$ cat config.mk
export PLATFORM = sky130hd
export DESIGN_NAME = sacl_way_logic
export DESIGN_NICKNAME = d
export VERILOG_FILES = /design/src/design/sacl_pkg.sv /design/src/design/sacl_way_logic.sv
export SDC_FILE = /design/constraint.sdc
export NUM_CORES = 1
export LEC_CHECK = 0
export BUFFER_PORTS_ARGS = -buffer_cell sky130_fd_sc_hd__buf_2
export CAP_MARGIN = 5
export CORE_AREA = 2 2 122 124
export DETAILED_ROUTE_END_ITERATION = 12
export DIE_AREA = 0 0 124 126
export SYNTH_ARGS = -nofsm -noshare
export SYNTH_HDL_FRONTEND = slang
export SYNTH_SLANG_ARGS = --single-unit
$ cat constraint.sdc
create_clock -name vclk -period 3.8
set_input_delay 0.38 -clock vclk [all_inputs]
set_output_delay 0.38 -clock vclk [all_outputs]
set_load 0.02 [all_outputs]
$ cat src/design/sacl_pkg.sv
// ---------------------------------------------------------------------------
// sacl_pkg
// shared constants for the set-associative tag cache with lru replacement
// ---------------------------------------------------------------------------
package sacl_pkg;

   localparam int ADDR_W     = 32;
   localparam int OFF_W      = 4;
   localparam int IDX_W      = 3;
   localparam int WAY_OUT_W  = 2;
   localparam int SET_OUT_W  = 6;
   localparam int CNT_W      = 32;
   localparam int RSP_W      = 80;
   localparam int CSR_AW     = 3;
   localparam int CSR_DW     = 32;
   localparam int SHAMT_W    = 5;

   // per-way entry layout inside a memory row: tag, valid, age
   localparam int TAG_LSB    = 0;
   localparam int VLD_BIT    = ADDR_W;
   localparam int AGE_LSB    = ADDR_W + 1;

   // register select bit of the byte address and its codes
   localparam int   CSR_SEL_BIT = 2;
   localparam logic REG_OFFSET  = 1'b0;
   localparam logic REG_INDEX   = 1'b1;

   localparam logic [OFF_W-1:0] OFFSET_RST = 4'd4;
   localparam logic [IDX_W-1:0] INDEX_RST  = 3'd6;

endpackage

$ cat src/design/sacl_way_logic.sv
// ---------------------------------------------------------------------------
// sacl_way_logic
// tag compare, victim choice and lru age update for one set row
// ---------------------------------------------------------------------------
module sacl_way_logic #(
   parameter int WAYS  = 4,
   parameter int WAY_W = 2,
   parameter int AGE_W = 2
) (
   input  logic [WAYS*(sacl_pkg::ADDR_W+1+AGE_W)-1:0] row,
   input  logic [sacl_pkg::ADDR_W-1:0]                tag,
   output logic                                       hit,
   output logic [WAY_W-1:0]                           way,
   output logic [WAYS*(sacl_pkg::ADDR_W+1+AGE_W)-1:0] new_row
);
   import sacl_pkg::*;

   localparam int ENT_W = ADDR_W + 1 + AGE_W;

   logic [WAYS-1:0][ADDR_W-1:0] tags;
   logic [WAYS-1:0]             valids;
   logic [WAYS-1:0][AGE_W-1:0]  ages;
   logic [WAYS-1:0]             hit_vec;
   logic [WAYS-1:0]             inv_vec;
   logic [WAYS-1:0]             old_vec;
   logic [WAYS-1:0]             pick;
   logic [WAY_W-1:0]            way_c;
   logic [AGE_W-1:0]            touched_age;

   always_comb begin
      for (int w = 0; w < WAYS; w++) begin
         tags[w]    = row[w*ENT_W + TAG_LSB +: ADDR_W];
         valids[w]  = row[w*ENT_W + VLD_BIT];
         ages[w]    = row[w*ENT_W + AGE_LSB +: AGE_W];
         hit_vec[w] = valids[w] && (tags[w] == tag);
         inv_vec[w] = !valids[w];
         // ages form a permutation, so the oldest way carries the top age
         old_vec[w] = (ages[w] == AGE_W'(WAYS - 1));
      end
   end

   always_comb begin
      if (|hit_vec) begin
         pick = hit_vec;
      end else if (|inv_vec) begin
         pick = inv_vec;
      end else begin
         pick = old_vec;
      end
      way_c = '0;
      for (int w = WAYS - 1; w >= 0; w--) begin
         if (pick[w]) begin
            way_c = WAY_W'(w);
         end
      end
   end

   assign touched_age = ages[way_c];

   always_comb begin
      new_row = '0;
      for (int w = 0; w < WAYS; w++) begin
         if (way_c == WAY_W'(w)) begin
            new_row[w*ENT_W + TAG_LSB +: ADDR_W] = tag;
            new_row[w*ENT_W + VLD_BIT]           = 1'b1;
            new_row[w*ENT_W + AGE_LSB +: AGE_W]  = '0;
         end else begin
            new_row[w*ENT_W + TAG_LSB +: ADDR_W] = tags[w];
            new_row[w*ENT_W + VLD_BIT]           = valids[w];
            if (ages[w] < touched_age) begin
               new_row[w*ENT_W + AGE_LSB +: AGE_W] = ages[w] + AGE_W'(1);
            end else begin
               new_row[w*ENT_W + AGE_LSB +: AGE_W] = ages[w];
            end
         end
      end
   end

   assign hit = |hit_vec;
   assign way = way_c;

endmodule

==> out/results.ini <==
[global_route]
grtUsageTotal = 0.270
grt_max_degree = 37
antenna_found_initial = 0
overflow = 0
grt_pass1_wl_um = 31600
grt_pass1_vias = 5445

[placed_design]
dp_hpwl_um = 18900
placed_area_um2 = 6500
dp_cells = 1044
gp_congestion = 0.896
portBuffers = 315

[worst_setup_path]
critPathKind = input port to output port
crit_path_cell_trace = buf_4, xor2_1, nor4_2, nand4_1, or4_4, and2_4, a32o_2, a221oi_4, ha_1, or2_4, o41ai_4, mux2i_2, buf_4
crit_arrival_ps = 3560
crit_slowest_cell = or4_4
endpoint_kind = output port
path_buf_inv = 2
crit_top_cell = buf_4
slowest_delay_ps = 580
crit_path_max_fanout = 8
path_delay_family = simple AND/OR/NAND/NOR gates
worstSetupStartpointType = input port
required_ps = 3420

[finish]
area_delta_synth_final_pct = 72.0
utilization = 0.495
flops_and_latches = 0
antenna_cells = 0
layout.cells.non_filler = 1052
layout_commonest_cell = buf_2
fill_cells = 1490
seqCellArea_um2 = 0
final_cell_mix = buf_2 (282), buf_4 (113), mux2_2 (101)
num-clock-buffers = 0
drive_gt1_frac = 0.677
nets = 1050
fin_area_um2 = 7080

[worst_hold_path]
hold_path_class = input port to output port
whs_path_depth = 3
hold_path_end = new_row[81]
hp-start = row[81]

[timing]
rsz0062_at_grt = yes
setup_violations = 7
max-slew-margin-rel = 0.533
fmax_mhz = 254
slew_violations = 0
hold_violations = 0
final.min_clock_period_ps = 3940
timing.final.crit_share = 1.04
whs_ps = 1110
worst_slack_ps = -139
tightest_slew_ps = 697

[logic_synthesis]
yosysWarnings = 0
ys_types = 44
synth_area_per_cell_um2 = 8.30
netlist_instances = 496
synth_top_family_by_area = multiplexers
synth_simple_gate_area_frac = 0.194
synthAdderAreaFrac = 0.0243
synth_compound_area_frac = 0.0581
synthMuxAreaShare = 0.370
synth_area_um2 = 4120
synth_nets = 676
ys_seq_area_frac = 0
yosys.area_share.xor_xnor = 0.272

[floorplan]
die_height_um = 126
die_area_um2 = 15600
initial_utilization = 0.288
core-area_um2 = 14300
num_rows = 44
pin_count = 315
die_w_um = 124

[clocking]
hold_buffers = 0

[detailed_routing]
ant_nets = 0
wl_per_cell_um = 21.2
vias = 5350
drtIter0Drc = 261
vias_per_cell = 5.09
drc_errors = 0
first_pass_iters = 4
drt-total-wl_um = 22300

[status]
violations = setup timing
status = complete, but fails checks

[run]
drv_cap = 0

[power]
vdd_ir_drop_max_mv = 0.0805
total_power_uw = 1100
powerDensity_nw_per_um2 = 156
leakage_uw = 0.00339

## layout make-up
class	count	area (um2)	share of cell area
repair buffers	424	2660	0.375
multi-input cells	435	4160	0.588
well taps	184	230	0.0325
inverters	9	33.8	0.00477
## cells in the mapped netlist, types with 3 or more instances
| library cell | number | share of area |
|---|---|---|
| mux2_2 | 101 | 0.28 |
| inv_1 | 9 | 0.0082 |
| nand2_1 | 21 | 0.019 |
| o41ai_2 | 4 | 0.016 |
| buf_6 | 7 | 0.019 |
| clkbuf_1 | 8 | 0.0073 |
| nor2_1 | 12 | 0.011 |
| nand3_1 | 8 | 0.0097 |
| nor3_1 | 9 | 0.011 |
| ha_1 | 8 | 0.024 |
| nand2b_1 | 6 | 0.0091 |
| mux2i_1 | 7 | 0.017 |
| mux2_1 | 28 | 0.077 |
| o31a_1 | 3 | 0.0064 |
| or2_2 | 5 | 0.0076 |
| buf_4 | 3 | 0.0055 |
| nand4_1 | 11 | 0.017 |
| or3_1 | 4 | 0.0061 |
| xor2_1 | 112 | 0.24 |
| or4_1 | 4 | 0.0073 |
| nor4_1 | 40 | 0.061 |
| nand4b_1 | 4 | 0.0085 |
| nor4b_1 | 4 | 0.0085 |
| o21a_1 | 4 | 0.0073 |
| buf_2 | 34 | 0.041 |
| xnor2_1 | 16 | 0.034 |
## metal layers
| layer | vias to the layer above | GRT usage | part of all wire |
|---|---|---|---|
| li1 | 2541 | - | - |
| met1 | 2537 | 0.335 | 0.41 |
| met2 | 228 | 0.495 | 0.51 |
| met3 | 44 | 0.0145 | 0.049 |
| met4 | 0 | 0.0787 | 0.034 |
| met5 | - | 0 | 0 |
## how the worst max path moves through the flow
stage / start / endpoint / depth (start not counted)
after global routing: tag[14] / new_row[139] / 13
after floorplan: tag[13] / new_row[139] / 16
after CTS: tag[22] / new_row[69] / 14
after global placement: tag[14] / new_row[69] / 13
final: tag[14] / new_row[139] / 13
after detailed placement: tag[21] / new_row[33] / 14
## timing repair
item	4_1_cts	5_1_grt
endpoints found under the setup margin	8	8
setup buffers	7	2
pin swaps	19	24
gates resized for setup	81	33
## kinds of logic after synthesis
family                     Yosys count
adders and majority gates            8
and+or+nand+nor                    137
xor gates and xnor gates           128
muxes                              136
AOI/OAI and AO/OA                   26
buffers and inverters               61
## report_power, final
group,switching [uW],internal (uW)
sequential,0,0
combinational,601,500
clock,0,0
## metrics by stage
step / worst slack [ps] / TNS [ps]
3_5_place_dp: -229 / -1630
4_1_cts: -45.8 / -84.7
3_3_place_gp: -188 / -1370
2_1_floorplan: -179 / -446
5_1_grt: -206 / -1210
6_report: -139 / -493
Power figures use the tool's default switching activity.
